<file path="config.mk">
export PLATFORM = sky130hd
export DESIGN_NAME = modulation_matrix_router_top
export DESIGN_NICKNAME = d
export VERILOG_FILES = /design/src/rtl/mmr_pkg.sv /design/src/rtl/modulation_matrix_router_top.sv /design/src/rtl/mmr_ram.sv
export SDC_FILE = /design/constraint.sdc
export NUM_CORES = 2
export LEC_CHECK = 0
export ABC_CLOCK_PERIOD_IN_PS = 6700
export BUFFER_PORTS_ARGS = -buffer_cell sky130_fd_sc_hd__buf_2
export CAP_MARGIN = 20
export CORE_ASPECT_RATIO = 1.2
export CORE_MARGIN = 4
export CORE_UTILIZATION = 47
export CTS_CLUSTER_DIAMETER = 100
export DETAILED_ROUTE_END_ITERATION = 7
export GPL_TIMING_DRIVEN = 1
export PLACE_DENSITY = 0.65
export SETUP_SLACK_MARGIN = 0.05
export SYNTH_ARGS = -nofsm -noshare
export SYNTH_HDL_FRONTEND = slang
export SYNTH_SLANG_ARGS = --single-unit
</file>
<file path="constraint.sdc">
create_clock -name clock -period 6.7 [get_ports clock]
set_input_delay 0.335 -clock clock [delete_from_list [all_inputs] [get_ports clock]]
set_output_delay 0.335 -clock clock [all_outputs]
set_load 0.05 [all_outputs]
</file>
<file path="src/rtl/mmr_pkg.sv">
// Shared types and constants of the modulation matrix router.
`default_nettype none

package mmr_pkg;

   localparam int KIND_W  = 2;
   localparam int SLOT_W  = 4;
   localparam int SRC_W   = 3;
   localparam int XFORM_W = 2;
   localparam int DEST_W  = 4;
   localparam int Q_W     = 16;
   localparam int ACC_W   = 21;
   localparam int MASK_W  = 8;
   localparam int CSR_AW  = 3;
   localparam int CSR_DW  = 32;

   localparam logic [KIND_W-1:0] KIND_ROW  = 2'd0;
   localparam logic [KIND_W-1:0] KIND_SRC  = 2'd1;
   localparam logic [KIND_W-1:0] KIND_EVAL = 2'd2;

   localparam logic [XFORM_W-1:0] XF_UNI = 2'd1;
   localparam logic [XFORM_W-1:0] XF_BI  = 2'd2;

   localparam logic CSR_IDX_BIP = 1'b0;

   localparam logic [MASK_W-1:0] BIP_MASK_RST = 8'd3;
   localparam logic [MASK_W-1:0] UNI_MASK_RST = 8'd60;

   localparam logic signed [ACC_W-1:0] ACC_MAX = 21'sd1048575;
   localparam logic signed [ACC_W-1:0] ACC_MIN = -21'sd1048576;

   typedef struct packed {
      logic                  on;
      logic signed [Q_W-1:0] gain;
      logic signed [Q_W-1:0] span;
      logic [DEST_W-1:0]     dest;
      logic [XFORM_W-1:0]    xform;
      logic [SRC_W-1:0]      src;
   } row_type;

   localparam int ROW_W = $bits(row_type);

endpackage

`default_nettype wire

</file>
<file path="src/rtl/modulation_matrix_router_top.sv">
// Modulation matrix router: row table, source bank and destination sums.
//
// An evaluate request walks the row table one slot per cycle through a
// five-stage read/multiply/accumulate pipeline (row read, source read, two
// multiplies, accumulator read-add-write with one-deep forwarding), drains
// that pipeline, then, for each destination in turn, reads the accumulator
// memory and loads its sum into the output register. Each read waits while
// the result side stalls; the read-then-load step for each sum sets the
// emission pace. Valid bits stand in for clearing the memories, so no
// sweep follows reset. A new request is taken once the last sum of an
// evaluation sits in the output register.
`default_nettype none

module modulation_matrix_router_top #(
   parameter int NUM_ROWS    = 16,
   parameter int NUM_SOURCES = 8,
   parameter int NUM_DESTS   = 16
) (
   input  wire logic                                clock,
   input  wire logic                                reset,
   input  wire logic                                req_valid,
   output logic                                     req_ready,
   input  wire logic [mmr_pkg::KIND_W-1:0]          req_kind,
   input  wire logic [mmr_pkg::SLOT_W-1:0]          req_slot,
   input  wire logic [mmr_pkg::SRC_W-1:0]           req_source_index,
   input  wire logic [mmr_pkg::XFORM_W-1:0]         req_transform_code,
   input  wire logic [mmr_pkg::DEST_W-1:0]          req_dest_index,
   input  wire logic signed [mmr_pkg::Q_W-1:0]      req_range_value,
   input  wire logic signed [mmr_pkg::Q_W-1:0]      req_intensity_value,
   input  wire logic                                req_enabled,
   input  wire logic signed [mmr_pkg::Q_W-1:0]      req_source_value,
   output logic                                     rsp_valid,
   input  wire logic                                rsp_ready,
   output logic [mmr_pkg::DEST_W-1:0]               rsp_out_dest,
   output logic signed [mmr_pkg::ACC_W-1:0]         rsp_out_value,
   output logic                                     rsp_out_last,
   input  wire logic                                csr_psel,
   input  wire logic                                csr_penable,
   input  wire logic                                csr_pwrite,
   input  wire logic [mmr_pkg::CSR_AW-1:0]          csr_paddr,
   input  wire logic [mmr_pkg::CSR_DW-1:0]          csr_pwdata,
   output logic [mmr_pkg::CSR_DW-1:0]               csr_prdata,
   output logic                                     csr_pready
);

   localparam int ROW_AW = (NUM_ROWS > 1) ? $clog2(NUM_ROWS) : 1;
   localparam int SRC_AW = $clog2(NUM_SOURCES);
   localparam int DST_AW = (NUM_DESTS > 1) ? $clog2(NUM_DESTS) : 1;
   localparam logic [ROW_AW-1:0] ROW_LAST = ROW_AW'(NUM_ROWS - 1);
   localparam logic [DST_AW-1:0] DST_LAST = DST_AW'(NUM_DESTS - 1);

   localparam logic [2:0] ST_IDLE    = 3'd0;
   localparam logic [2:0] ST_ROWS    = 3'd1;
   localparam logic [2:0] ST_DRAIN   = 3'd2;
   localparam logic [2:0] ST_EMIT_RD = 3'd3;
   localparam logic [2:0] ST_EMIT_LD = 3'd4;

   // control
   logic [2:0]                 state_ff, state_in;
   logic [ROW_AW-1:0]          row_cnt_ff, row_cnt_in;
   logic [DST_AW-1:0]          emit_cnt_ff, emit_cnt_in;
   logic [mmr_pkg::MASK_W-1:0] bip_mask_ff, bip_mask_in;
   logic [mmr_pkg::MASK_W-1:0] uni_mask_ff, uni_mask_in;
   logic [NUM_ROWS-1:0]        row_valid_ff, row_valid_in;
   logic [NUM_SOURCES-1:0]     src_valid_ff, src_valid_in;
   logic [NUM_DESTS-1:0]       acc_valid_ff, acc_valid_in;
   logic                       s1_vld_ff, s1_vld_in;
   logic                       s2_vld_ff, s2_vld_in;
   logic                       s3_vld_ff, s3_vld_in;
   logic                       s4_vld_ff, s4_vld_in;
   logic                       fwd_vld_ff, fwd_vld_in;
   logic                       rsp_valid_ff, rsp_valid_in;

   // payload
   logic                               s1_ok_ff, s1_ok_in;
   logic                               s2_src_ok_ff, s2_src_ok_in;
   logic                               s2_src_wr_ff, s2_src_wr_in;
   logic                               s2_bip_ff, s2_bip_in;
   logic                               s2_uni_ff, s2_uni_in;
   logic [mmr_pkg::XFORM_W-1:0]        s2_xform_ff, s2_xform_in;
   logic [DST_AW-1:0]                  s2_dest_ff, s2_dest_in;
   logic signed [mmr_pkg::Q_W-1:0]     s2_span_ff, s2_span_in;
   logic signed [mmr_pkg::Q_W-1:0]     s2_gain_ff, s2_gain_in;
   logic signed [31:0]                 s3_prod_ff, s3_prod_in;
   logic signed [mmr_pkg::Q_W-1:0]     s3_span_ff, s3_span_in;
   logic [DST_AW-1:0]                  s3_dest_ff, s3_dest_in;
   logic signed [47:0]                 s4_prod_ff, s4_prod_in;
   logic [DST_AW-1:0]                  s4_dest_ff, s4_dest_in;
   logic [DST_AW-1:0]                  fwd_dest_ff, fwd_dest_in;
   logic signed [mmr_pkg::ACC_W-1:0]   fwd_val_ff, fwd_val_in;
   logic [mmr_pkg::DEST_W-1:0]         rsp_dest_ff, rsp_dest_in;
   logic signed [mmr_pkg::ACC_W-1:0]   rsp_value_ff, rsp_value_in;
   logic                               rsp_last_ff, rsp_last_in;

   // memory ports
   mmr_pkg::row_type                   row_wdata;
   mmr_pkg::row_type                   row_rdata;
   logic                               row_wr;
   logic                               row_rd;
   logic                               src_wr;
   logic                               src_rd;
   logic signed [mmr_pkg::Q_W-1:0]     src_rdata;
   logic [SRC_AW-1:0]                  src_raddr;
   logic                               acc_rd;
   logic [DST_AW-1:0]                  acc_raddr;
   logic signed [mmr_pkg::ACC_W-1:0]   acc_rdata;
   logic signed [mmr_pkg::ACC_W-1:0]   acc_new;

   // datapath
   logic                               req_take;
   logic                               csr_wr;
   logic                               s1_go;
   logic                               s1_src_ok;
   logic signed [mmr_pkg::Q_W-1:0]     x_raw;
   logic signed [mmr_pkg::Q_W:0]       x_uni17;
   logic signed [mmr_pkg::Q_W+1:0]     x_bi18;
   logic signed [mmr_pkg::Q_W-1:0]     x_bi;
   logic signed [mmr_pkg::Q_W-1:0]     x_shaped;
   logic signed [17:0]                 prod_q;
   logic signed [mmr_pkg::ACC_W-1:0]   acc_old;
   logic signed [mmr_pkg::ACC_W:0]     acc_sum;
   logic                               out_free;

   assign req_ready  = (state_ff == ST_IDLE);
   assign req_take   = req_valid && req_ready;
   assign csr_wr     = csr_psel && csr_penable && csr_pwrite;
   assign csr_pready = 1'b1;
   assign csr_prdata = (csr_paddr[2] == mmr_pkg::CSR_IDX_BIP) ?
                       mmr_pkg::CSR_DW'(bip_mask_ff) : mmr_pkg::CSR_DW'(uni_mask_ff);
   assign out_free   = !rsp_valid_ff || rsp_ready;

   assign rsp_valid     = rsp_valid_ff;
   assign rsp_out_dest  = rsp_dest_ff;
   assign rsp_out_value = rsp_value_ff;
   assign rsp_out_last  = rsp_last_ff;

   // row table
   always_comb begin
      row_wdata.on    = req_enabled;
      row_wdata.gain  = req_intensity_value;
      row_wdata.span  = req_range_value;
      row_wdata.dest  = req_dest_index;
      row_wdata.xform = req_transform_code;
      row_wdata.src   = req_source_index;
   end

   assign row_wr = req_take && (req_kind == mmr_pkg::KIND_ROW) && (int'(req_slot) < NUM_ROWS);
   assign row_rd = (state_ff == ST_ROWS);

   mmr_ram #(
      .WIDTH (mmr_pkg::ROW_W),
      .DEPTH (NUM_ROWS)
   ) u_row_ram (
      .clock   (clock),
      .wr_en   (row_wr),
      .wr_addr (ROW_AW'(req_slot)),
      .wr_data (row_wdata),
      .rd_en   (row_rd),
      .rd_addr (row_cnt_ff),
      .rd_data (row_rdata)
   );

   // source bank
   assign src_wr = req_take && (req_kind == mmr_pkg::KIND_SRC) &&
                   (int'(req_source_index) < NUM_SOURCES);
   assign s1_go  = s1_vld_ff && s1_ok_ff && row_rdata.on && (int'(row_rdata.dest) < NUM_DESTS);
   assign src_rd = s1_go;
   assign src_raddr = SRC_AW'(row_rdata.src);
   assign s1_src_ok = (int'(row_rdata.src) < NUM_SOURCES);

   mmr_ram #(
      .WIDTH (mmr_pkg::Q_W),
      .DEPTH (NUM_SOURCES)
   ) u_src_ram (
      .clock   (clock),
      .wr_en   (src_wr),
      .wr_addr (SRC_AW'(req_source_index)),
      .wr_data (req_source_value),
      .rd_en   (src_rd),
      .rd_addr (src_raddr),
      .rd_data (src_rdata)
   );

   // polarity shaping
   always_comb begin
      x_raw   = s2_src_wr_ff ? src_rdata : '0;
      x_uni17 = {x_raw[mmr_pkg::Q_W-1], x_raw} + 17'sd32768;
      x_bi18  = {x_raw[mmr_pkg::Q_W-1], x_raw, 1'b0} - 18'sd32768;
      x_bi    = (x_bi18 < -18'sd32768) ? -16'sd32768 : x_bi18[mmr_pkg::Q_W-1:0];
      if (!s2_src_ok_ff) begin
         x_shaped = '0;
      end else if (s2_bip_ff) begin
         x_shaped = (s2_xform_ff == mmr_pkg::XF_UNI) ? x_uni17[mmr_pkg::Q_W:1] : x_raw;
      end else if (s2_uni_ff) begin
         x_shaped = (s2_xform_ff == mmr_pkg::XF_BI) ? x_bi : x_raw;
      end else begin
         x_shaped = x_raw;
      end
   end

   // accumulate
   assign acc_rd    = (state_ff == ST_EMIT_RD) ? out_free : s3_vld_ff;
   assign acc_raddr = (state_ff == ST_EMIT_RD) ? emit_cnt_ff : s3_dest_ff;

   always_comb begin
      prod_q = $signed(s4_prod_ff[47:30]);
      if (fwd_vld_ff && (fwd_dest_ff == s4_dest_ff)) begin
         acc_old = fwd_val_ff;
      end else if (acc_valid_ff[s4_dest_ff]) begin
         acc_old = acc_rdata;
      end else begin
         acc_old = '0;
      end
      acc_sum = {acc_old[mmr_pkg::ACC_W-1], acc_old} + {{4{prod_q[17]}}, prod_q};
      if (acc_sum[mmr_pkg::ACC_W] != acc_sum[mmr_pkg::ACC_W-1]) begin
         acc_new = acc_sum[mmr_pkg::ACC_W] ? mmr_pkg::ACC_MIN : mmr_pkg::ACC_MAX;
      end else begin
         acc_new = acc_sum[mmr_pkg::ACC_W-1:0];
      end
   end

   mmr_ram #(
      .WIDTH (mmr_pkg::ACC_W),
      .DEPTH (NUM_DESTS)
   ) u_acc_ram (
      .clock   (clock),
      .wr_en   (s4_vld_ff),
      .wr_addr (s4_dest_ff),
      .wr_data (acc_new),
      .rd_en   (acc_rd),
      .rd_addr (acc_raddr),
      .rd_data (acc_rdata)
   );

   // next state
   always_comb begin
      state_in     = state_ff;
      row_cnt_in   = row_cnt_ff;
      emit_cnt_in  = emit_cnt_ff;
      bip_mask_in  = bip_mask_ff;
      uni_mask_in  = uni_mask_ff;
      row_valid_in = row_valid_ff;
      src_valid_in = src_valid_ff;
      acc_valid_in = acc_valid_ff;
      rsp_valid_in = rsp_valid_ff && !rsp_ready;
      rsp_dest_in  = rsp_dest_ff;
      rsp_value_in = rsp_value_ff;
      rsp_last_in  = rsp_last_ff;

      if (csr_wr) begin
         if (csr_paddr[2] == mmr_pkg::CSR_IDX_BIP) begin
            bip_mask_in = csr_pwdata[mmr_pkg::MASK_W-1:0];
         end else begin
            uni_mask_in = csr_pwdata[mmr_pkg::MASK_W-1:0];
         end
      end

      if (row_wr) begin
         row_valid_in[ROW_AW'(req_slot)] = 1'b1;
      end
      if (src_wr) begin
         src_valid_in[SRC_AW'(req_source_index)] = 1'b1;
      end
      if (s4_vld_ff) begin
         acc_valid_in[s4_dest_ff] = 1'b1;
      end

      case (state_ff)
         ST_IDLE: begin
            if (req_take && (req_kind == mmr_pkg::KIND_EVAL)) begin
               acc_valid_in = '0;
               row_cnt_in   = '0;
               state_in     = ST_ROWS;
            end
         end
         ST_ROWS: begin
            if (row_cnt_ff == ROW_LAST) begin
               state_in = ST_DRAIN;
            end else begin
               row_cnt_in = row_cnt_ff + 1'b1;
            end
         end
         ST_DRAIN: begin
            if (!s1_vld_ff && !s2_vld_ff && !s3_vld_ff && !s4_vld_ff) begin
               emit_cnt_in = '0;
               state_in    = ST_EMIT_RD;
            end
         end
         ST_EMIT_RD: begin
            if (out_free) begin
               state_in = ST_EMIT_LD;
            end
         end
         ST_EMIT_LD: begin
            rsp_valid_in = 1'b1;
            rsp_dest_in  = mmr_pkg::DEST_W'(emit_cnt_ff);
            rsp_value_in = acc_valid_ff[emit_cnt_ff] ? acc_rdata : '0;
            rsp_last_in  = (emit_cnt_ff == DST_LAST);
            if (emit_cnt_ff == DST_LAST) begin
               state_in = ST_IDLE;
            end else begin
               emit_cnt_in = emit_cnt_ff + 1'b1;
               state_in    = ST_EMIT_RD;
            end
         end
         default: begin
            state_in = ST_IDLE;
         end
      endcase
   end

   // pipeline next values
   always_comb begin
      s1_vld_in    = row_rd;
      s1_ok_in     = row_valid_ff[row_cnt_ff];
      s2_vld_in    = s1_go;
      s2_src_ok_in = s1_src_ok;
      s2_src_wr_in = s1_src_ok && src_valid_ff[src_raddr];
      s2_bip_in    = bip_mask_ff[row_rdata.src];
      s2_uni_in    = uni_mask_ff[row_rdata.src];
      s2_xform_in  = row_rdata.xform;
      s2_dest_in   = DST_AW'(row_rdata.dest);
      s2_span_in   = row_rdata.span;
      s2_gain_in   = row_rdata.gain;
      s3_vld_in    = s2_vld_ff;
      s3_prod_in   = x_shaped * s2_gain_ff;
      s3_span_in   = s2_span_ff;
      s3_dest_in   = s2_dest_ff;
      s4_vld_in    = s3_vld_ff;
      s4_prod_in   = s3_prod_ff * s3_span_ff;
      s4_dest_in   = s3_dest_ff;
      fwd_vld_in   = s4_vld_ff;
      fwd_dest_in  = s4_dest_ff;
      fwd_val_in   = acc_new;
   end

   always_ff @(posedge clock) begin
      if (reset) begin
         state_ff     <= ST_IDLE;
         row_cnt_ff   <= '0;
         emit_cnt_ff  <= '0;
         bip_mask_ff  <= mmr_pkg::BIP_MASK_RST;
         uni_mask_ff  <= mmr_pkg::UNI_MASK_RST;
         row_valid_ff <= '0;
         src_valid_ff <= '0;
         acc_valid_ff <= '0;
         s1_vld_ff    <= 1'b0;
         s2_vld_ff    <= 1'b0;
         s3_vld_ff    <= 1'b0;
         s4_vld_ff    <= 1'b0;
         fwd_vld_ff   <= 1'b0;
         rsp_valid_ff <= 1'b0;
      end else begin
         state_ff     <= state_in;
         row_cnt_ff   <= row_cnt_in;
         emit_cnt_ff  <= emit_cnt_in;
         bip_mask_ff  <= bip_mask_in;
         uni_mask_ff  <= uni_mask_in;
         row_valid_ff <= row_valid_in;
         src_valid_ff <= src_valid_in;
         acc_valid_ff <= acc_valid_in;
         s1_vld_ff    <= s1_vld_in;
         s2_vld_ff    <= s2_vld_in;
         s3_vld_ff    <= s3_vld_in;
         s4_vld_ff    <= s4_vld_in;
         fwd_vld_ff   <= fwd_vld_in;
         rsp_valid_ff <= rsp_valid_in;
      end
   end

   always_ff @(posedge clock) begin
      s1_ok_ff     <= s1_ok_in;
      s2_src_ok_ff <= s2_src_ok_in;
      s2_src_wr_ff <= s2_src_wr_in;
      s2_bip_ff    <= s2_bip_in;
      s2_uni_ff    <= s2_uni_in;
      s2_xform_ff  <= s2_xform_in;
      s2_dest_ff   <= s2_dest_in;
      s2_span_ff   <= s2_span_in;
      s2_gain_ff   <= s2_gain_in;
      s3_prod_ff   <= s3_prod_in;
      s3_span_ff   <= s3_span_in;
      s3_dest_ff   <= s3_dest_in;
      s4_prod_ff   <= s4_prod_in;
      s4_dest_ff   <= s4_dest_in;
      fwd_dest_ff  <= fwd_dest_in;
      fwd_val_ff   <= fwd_val_in;
      rsp_dest_ff  <= rsp_dest_in;
      rsp_value_ff <= rsp_value_in;
      rsp_last_ff  <= rsp_last_in;
   end

endmodule

`default_nettype wire

</file>
<file path="src/rtl/mmr_ram.sv">
// Generic simple dual-port RAM with one write port and a registered read port.
`default_nettype none

module mmr_ram #(
   parameter int WIDTH = 16,
   parameter int DEPTH = 16
) (
   input  wire logic                                   clock,
   input  wire logic                                   wr_en,
   input  wire logic [((DEPTH > 1) ? $clog2(DEPTH) : 1)-1:0] wr_addr,
   input  wire logic [WIDTH-1:0]                       wr_data,
   input  wire logic                                   rd_en,
   input  wire logic [((DEPTH > 1) ? $clog2(DEPTH) : 1)-1:0] rd_addr,
   output logic      [WIDTH-1:0]                       rd_data
);

   logic [WIDTH-1:0] mem_ff [DEPTH];
   logic [WIDTH-1:0] rd_data_ff;

   always_ff @(posedge clock) begin
      if (wr_en) begin
         mem_ff[wr_addr] <= wr_data;
      end
      if (rd_en) begin
         rd_data_ff <= mem_ff[rd_addr];
      end
   end

   assign rd_data = rd_data_ff;

endmodule

`default_nettype wire

</file>
* Word level (Yosys, flattened, before mapping)
Memory sizes are Yosys's and may differ from the RTL's. A register that Yosys moved wholly into a read port is not among the register bits.
Cells that the tools add are included.
** Storage, ports and cells
- Output and inout port bits :: 61
- Register bits after elaboration :: 270
- Input port bits :: 106
- Bits in latches :: 0
- Memory bits (writable) :: 1136
- Memories :: 3
- ROM bits :: 0
** Memory list
- u_row_ram.mem_ff :: depth 16, width 42, rd ports 1, clocked after memory_dff 1, wr ports 1, RTL line mmr_ram.sv:17 : logic [WIDTH-1:0] mem_ff [DEPTH];
- u_acc_ram.mem_ff :: depth 16, width 21, rd ports 1, clocked after memory_dff 1, wr ports 1, RTL line mmr_ram.sv:17
- u_src_ram.mem_ff :: depth 8, width 16, rd ports 1, clocked after memory_dff 1, wr ports 1, RTL line mmr_ram.sv:17
** Cells by class
- Order comparisons :: 10
- Bitwise gates (word level) :: 4
- Divide/modulo/power cells :: 0
- Muxes and demuxes :: 53
- Equal/unequal tests :: 18
- Reduce and logical (&&, ||, !) cells :: 32
- Multiply operators :: 2
- Shift operators :: 0
- $add $sub $neg :: 5
** Operator list (count)
- two-way mux 16 bit :: 9
- two-way mux 21 bit :: 4
- multiplier 32 x 16 -> 48 bit :: 1
- multiplier 16 x 16 -> 32 bit :: 1
- OR 16 bit :: 2
- adder 21 x 18 -> 22 bit :: 1
- < comparator 4 x 5 -> 1 bit, second input constant :: 4
- two-way mux 4 bit :: 5
- < comparator 18 x 16 -> 1 bit, second input constant :: 1
- subtractor 17 x 17 -> 18 bit, second input constant :: 1
- adder 17 x 16 -> 17 bit, second input constant :: 1
- two-way mux 1 bit :: 17
- logical AND 1 bit :: 16
- one-hot mux 4 bit (2 select lines) :: 2
- one-hot mux 3 bit (5 select lines) :: 1
- binary-select mux 1 bit (select 4 bit) :: 3
- two-way mux 3 bit :: 4
- binary-select mux 1 bit (select 3 bit) :: 3
- adder 4 x 1 -> 4 bit, second input constant :: 2
- demux 1 bit (select 4 bit) :: 2
- == test 4 bit, second input constant :: 2
- >= comparator 4 x 1 -> 1 bit, second input constant :: 2
- < comparator 3 x 4 -> 1 bit, second input constant :: 2
- two-way mux 8 bit :: 1
- other kinds (22) :: 37

* Depth between registers and ports, before layout
- Depth in word-level cells :: 8
- Gate-level depth with buffers :: 30
- Depth with buffers taken out :: 26

* Hierarchy
Synthesis repeated with hierarchy kept, for this count alone.
** Second synthesis, totals
- Cell total of the unflattened synthesis :: 5794
- Area total of the unflattened synthesis :: 82034.9 um^2
** By module, submodules not included
- modulation_matrix_router_top :: sequential area each 5064.9 um^2, cells each 3931, times used 1, area an instance 36616.4 um^2
- mmr_ram (u_row_ram) :: sequential area each 21440.6 um^2, cells each 1092, times used 1, area an instance 26476.6 um^2
- mmr_ram (u_acc_ram) :: sequential area each 10720.3 um^2, cells each 557, times used 1, area an instance 13487.9 um^2
- mmr_ram (u_src_ram) :: sequential area each 4324.1 um^2, cells each 214, times used 1, area an instance 5454.0 um^2

* Worst setup path after synthesis
No wires, ideal clock.
- Kind :: flip-flop to flip-flop
- From :: register s2_xform_ff[0] in the netlist's numbering
- To :: register s3_prod_ff[31]
- Arrival time :: 6.827 ns
- Path buffers :: 4
- Stages on the path, launching flop included :: 28
- Required time :: 6.579 ns
- Path slack :: -0.248 ns
- Cells stage by stage :: dfxtp_1 > nor2b_1 > clkbuf_1 > buf_2 > mux2i_1 > a21oi_1 > and2_1 > clkbuf_1 > nand2_1 > fa_1 > inv_1 > fa_1 > fa_1 > fa_1 > fa_1 > inv_1 > fa_1 > inv_1 > ha_1 > clkbuf_1 > a21oi_1 > o211ai_1 > a21oi_1 > o21ai_0 > o41ai_2 > o21ai_1 > o41a_1 > xnor2_1
** Between the ends
- Word-level cells in the longest chain between the ends :: 5
** Ends and longest elaborated chain
- start: declaration :: RTL line modulation_matrix_router_top.sv:80 : logic [mmr_pkg::XFORM_W-1:0] s2_xform_ff, s2_xform_in;
- start signal: assignment :: RTL line modulation_matrix_router_top.sv:377 : s2_xform_ff <= s2_xform_in;
- == test 2 bit :: RTL line modulation_matrix_router_top.sv:195 : x_shaped = (s2_xform_ff == mmr_pkg::XF_BI) ? x_bi : x_raw;
- two-way mux 16 bit :: RTL line modulation_matrix_router_top.sv:195
- two-way mux 16 bit :: RTL line modulation_matrix_router_top.sv:194 : end else if (s2_uni_ff) begin
- two-way mux 16 bit (*) :: RTL line modulation_matrix_router_top.sv:192 : end else if (s2_bip_ff) begin
- multiplier 16 x 16 -> 32 bit (*) :: RTL line modulation_matrix_router_top.sv:326 : s3_prod_in = x_shaped * s2_gain_ff;
- via s3_prod_in[31] :: RTL line modulation_matrix_router_top.sv:84 : logic signed [31:0] s3_prod_ff, s3_prod_in;
- end signal: assignment :: RTL line modulation_matrix_router_top.sv:381 : s3_prod_ff <= s3_prod_in;
- end: declaration :: RTL line modulation_matrix_router_top.sv:84
The timed path passes the listed nets; every way through them passes the cells marked *.
A chain may end at the register's enable or synchronous reset.

* Final worst setup path
Same ends and word-level chain as after synthesis.

==> metrics <==
first-pass GRT wire length=294,000 µm; EDFF count, synth=between 1,000 and 1,500; core footprint=173,000 µm²; Final HPWL DP=126,000 µm; total number of vias=46,400; min-delay worst type=primary input to flop; fmax=approximately 150 MHz; synth warn=0; Post-Syn Area=roughly 80,000 µm²; CP Data Required Time=7350 ps; initial antenna violation count=21; Cells after Synth=roughly 5,700; clk sink count=around 1,500; final setup vio count=4; Crit Path Class=flop to flop; RD Place Congestion=0.880; most common library cell in the layout ignoring fill and taps=edfxtp_1; final hold vios=0; hold path startpoint=req_slot[1]; share of cells above drive strength 1=a little under a fifth; CTS Buf Count=139; residual DRC count=0; CTS H-tree lvls=4; final cycle utilization of the critical path=102%; failing checks=setup timing; Max Transition Viols Final=0; Fin Setup TNS=-300 ps; register area share after synthesis=between 50% and 60%; vias per std cell=5.49; fin cells=around 8,500; Worst setup SP type=flop; clock root buffer=clkbuf_16; #FFs+latches synth=1,455; Layout Skew=about 42 ps; All-Layer GR Usage=21.4%; CTS tree=yes; worst slew pin tran=roughly 1100 ps; largest net degree at the start of global routing=85; status=finished, violations left; Layout Nets=7,113; Distinct cells, synth=approximately 80; RSZ-0062 raised after global routing=true; CP arrival=about 7500 ps; standard-cell rows=167; Initial Util=47.2%; total grt overflow=0; Post-Route WL=around 190,000 µm; Final ANT Viol Nets=0; commonest non-fill, non-tap cells in the layout=edfxtp_1, inv_1, fa_1, nand2_1, mux4_2; worst hold stages=2; DIE WIDTH=a little under 400 µm; reg-to-reg startpoint=s2_xform_ff[0]$_DFF_P_; predominant post-synthesis flop cell=edfxtp_1; Post-synth ARST share=0%; critical path peak fanout=21; Mean Syn Cell Area=14.3 µm²; WL/cell=22.4 µm; clk slew on worst S/H paths=about 60 ps; I/O Pins=approximately 170; clk_lat worst skew=just under 800 ps; Rel. slew slack=a little over a quarter; Pre-antenna DRT Iters=5; Critical Path End Type=flop; number of global-route vias before repair=approximately 50,000; Clock Path Buffers=3; input/output buffers=approximately 120; Post-Place Cells=a little over 8,000; Area growth syn-to-layout=13.0%; Die Span Y=roughly 460 µm; Hold WS=116 ps; Final min period=about 6800 ps; worst setup margin=-119 ps; Die Area=180,000 µm²; initial drt markers=approximately 3,800; MaxCap Viol Count=0; Reg2Reg Depth=26; worst setup path start=s2_xform_ff[0]$_DFF_P_
[through the flow]
step	util, %	area, µm²	setup WS [ps]
after floorplan	-	81700	51.2
after global placement	50.0	86400	-165
after detailed placement	50.1	86400	-220
after CTS	53.2	91800	11.1
after global routing	53.4	92200	-415
final	53.4	92200	-119
[cell type report]
cell class                      instances  area, µm²
Antenna cell                           16       40.0
Clock buffer                          184       3900
Clock inverter                         72        751
Fill cell                           14200      80400
Inverter                              833       3130
Multi-Input combinational cell       3142      36300
Sequential cell                      1455      41600
Tap cell                             2281       2850
Timing Repair Buffer                  472       3680
[registers in the layout, indices dropped and copies added (netlist names), 8 cells and up]
name,count
acc_valid_ff,16
bip_mask_ff,8
fwd_val_ff,21
row_valid_ff,16
rsp_out_value,21
s2_gain_ff,16
s2_span_ff,16
s3_prod_ff,32
s3_span_ff,16
s4_prod_ff,18
src_valid_ff,8
u_acc_ram.mem_ff,336
u_acc_ram.rd_data,21
u_row_ram.mem_ff,672
u_row_ram.rd_data,42
u_src_ram.mem_ff,128
u_src_ram.rd_data,16
uni_mask_ff,8
[synth_stat cells (58+ instances only)]
master	count	area share (%)
and2_1	260	2.0
fa_1	748	18
dfxtp_1	214	5.3
a21oi_1	100	0.61
nand2_1	552	2.5
ha_1	216	3.3
and3_1	128	0.98
mux4_2	347	9.6
edfxtp_1	1241	46
inv_1	832	3.8
clkbuf_1	211	0.97
xnor2_1	58	0.62
o21ai_0	73	0.45
nor2_1	148	0.68
[repair_timing]
action,4_1_cts,5_1_grt
resized for setup,31,46
cloned,0,2
endpoints found under the setup margin,10,25
hold endpoints to repair,816,0
buffers inserted,2,18
hold buffers,66,0
pin swaps,7,12
[cell families (layout without fill, tap and decap cells)]
| family | count (synthesis) | in the layout | share of synthesized area [%] |
|---|---|---|---|
| multiplexers | 403 | 403 | 10.3 |
| XOR/XNOR | 83 | 83 | 0.901 |
| AND/OR/NAND/NOR | 1264 | 1264 | 7.57 |
| buffers and inverters | 1113 | 1561 | 5.28 |
| AO/OA/AOI/OAI | 401 | 402 | 3.29 |
| other | 2 | 41 | 0.00921 |
| flip-flops | 1455 | 1455 | 51.0 |
| adder cells (fa/ha/maj) | 965 | 965 | 21.7 |
[per-layer routing]
metal | wire length [µm] | vias to the layer above | track usage, % | part of all wire, %
met3 | 12400 | 346 | 3.27 | 6.5
met1 | 77200 | 24300 | 29.0 | 41
met2 | 94300 | 1478 | 36.0 | 50
met5 | 34 | - | 0 | 0.018
met4 | 5770 | 6 | 6.77 | 3.0
li1 | - | 20300 | - | -
[worst max-delay path, cell delays in order, from the launching register on]
cell      delay [ps]
dfxtp_1          300
nand3b_1         190
buf_12           180
a21oi_1          240
o22ai_2          140
buf_4            160
a32o_2           280
and2_1           190
fa_1             530
inv_1             50
fa_1             440
fa_1             550
inv_1             60
fa_1             440
fa_1             530
inv_1             50
fa_1             470
inv_1             40
ha_1             310
and4_1           230
and3_4           200
nand4_1          110
o21ai_2          120
o41ai_2          270
o21ai_1          140
o41a_1           330
xnor2_1          120
[path summary, 6_finish.rpt]
kind	end	slack (ps)
worst max register to register	s3_prod_ff[31]$_DFF_P_	-120
worst max-delay path	s3_prod_ff[31]$_DFF_P_	-120
worst min register to register	s3_dest_ff[2]$_DFF_P_	330
worst min-delay path	u_row_ram.mem_ff[12][39]$_DFFE_PP_	120
Power is left out: the tool's default activity adds up to more than one toggle a clock period on the data nets, which glitch-free logic cannot reach.
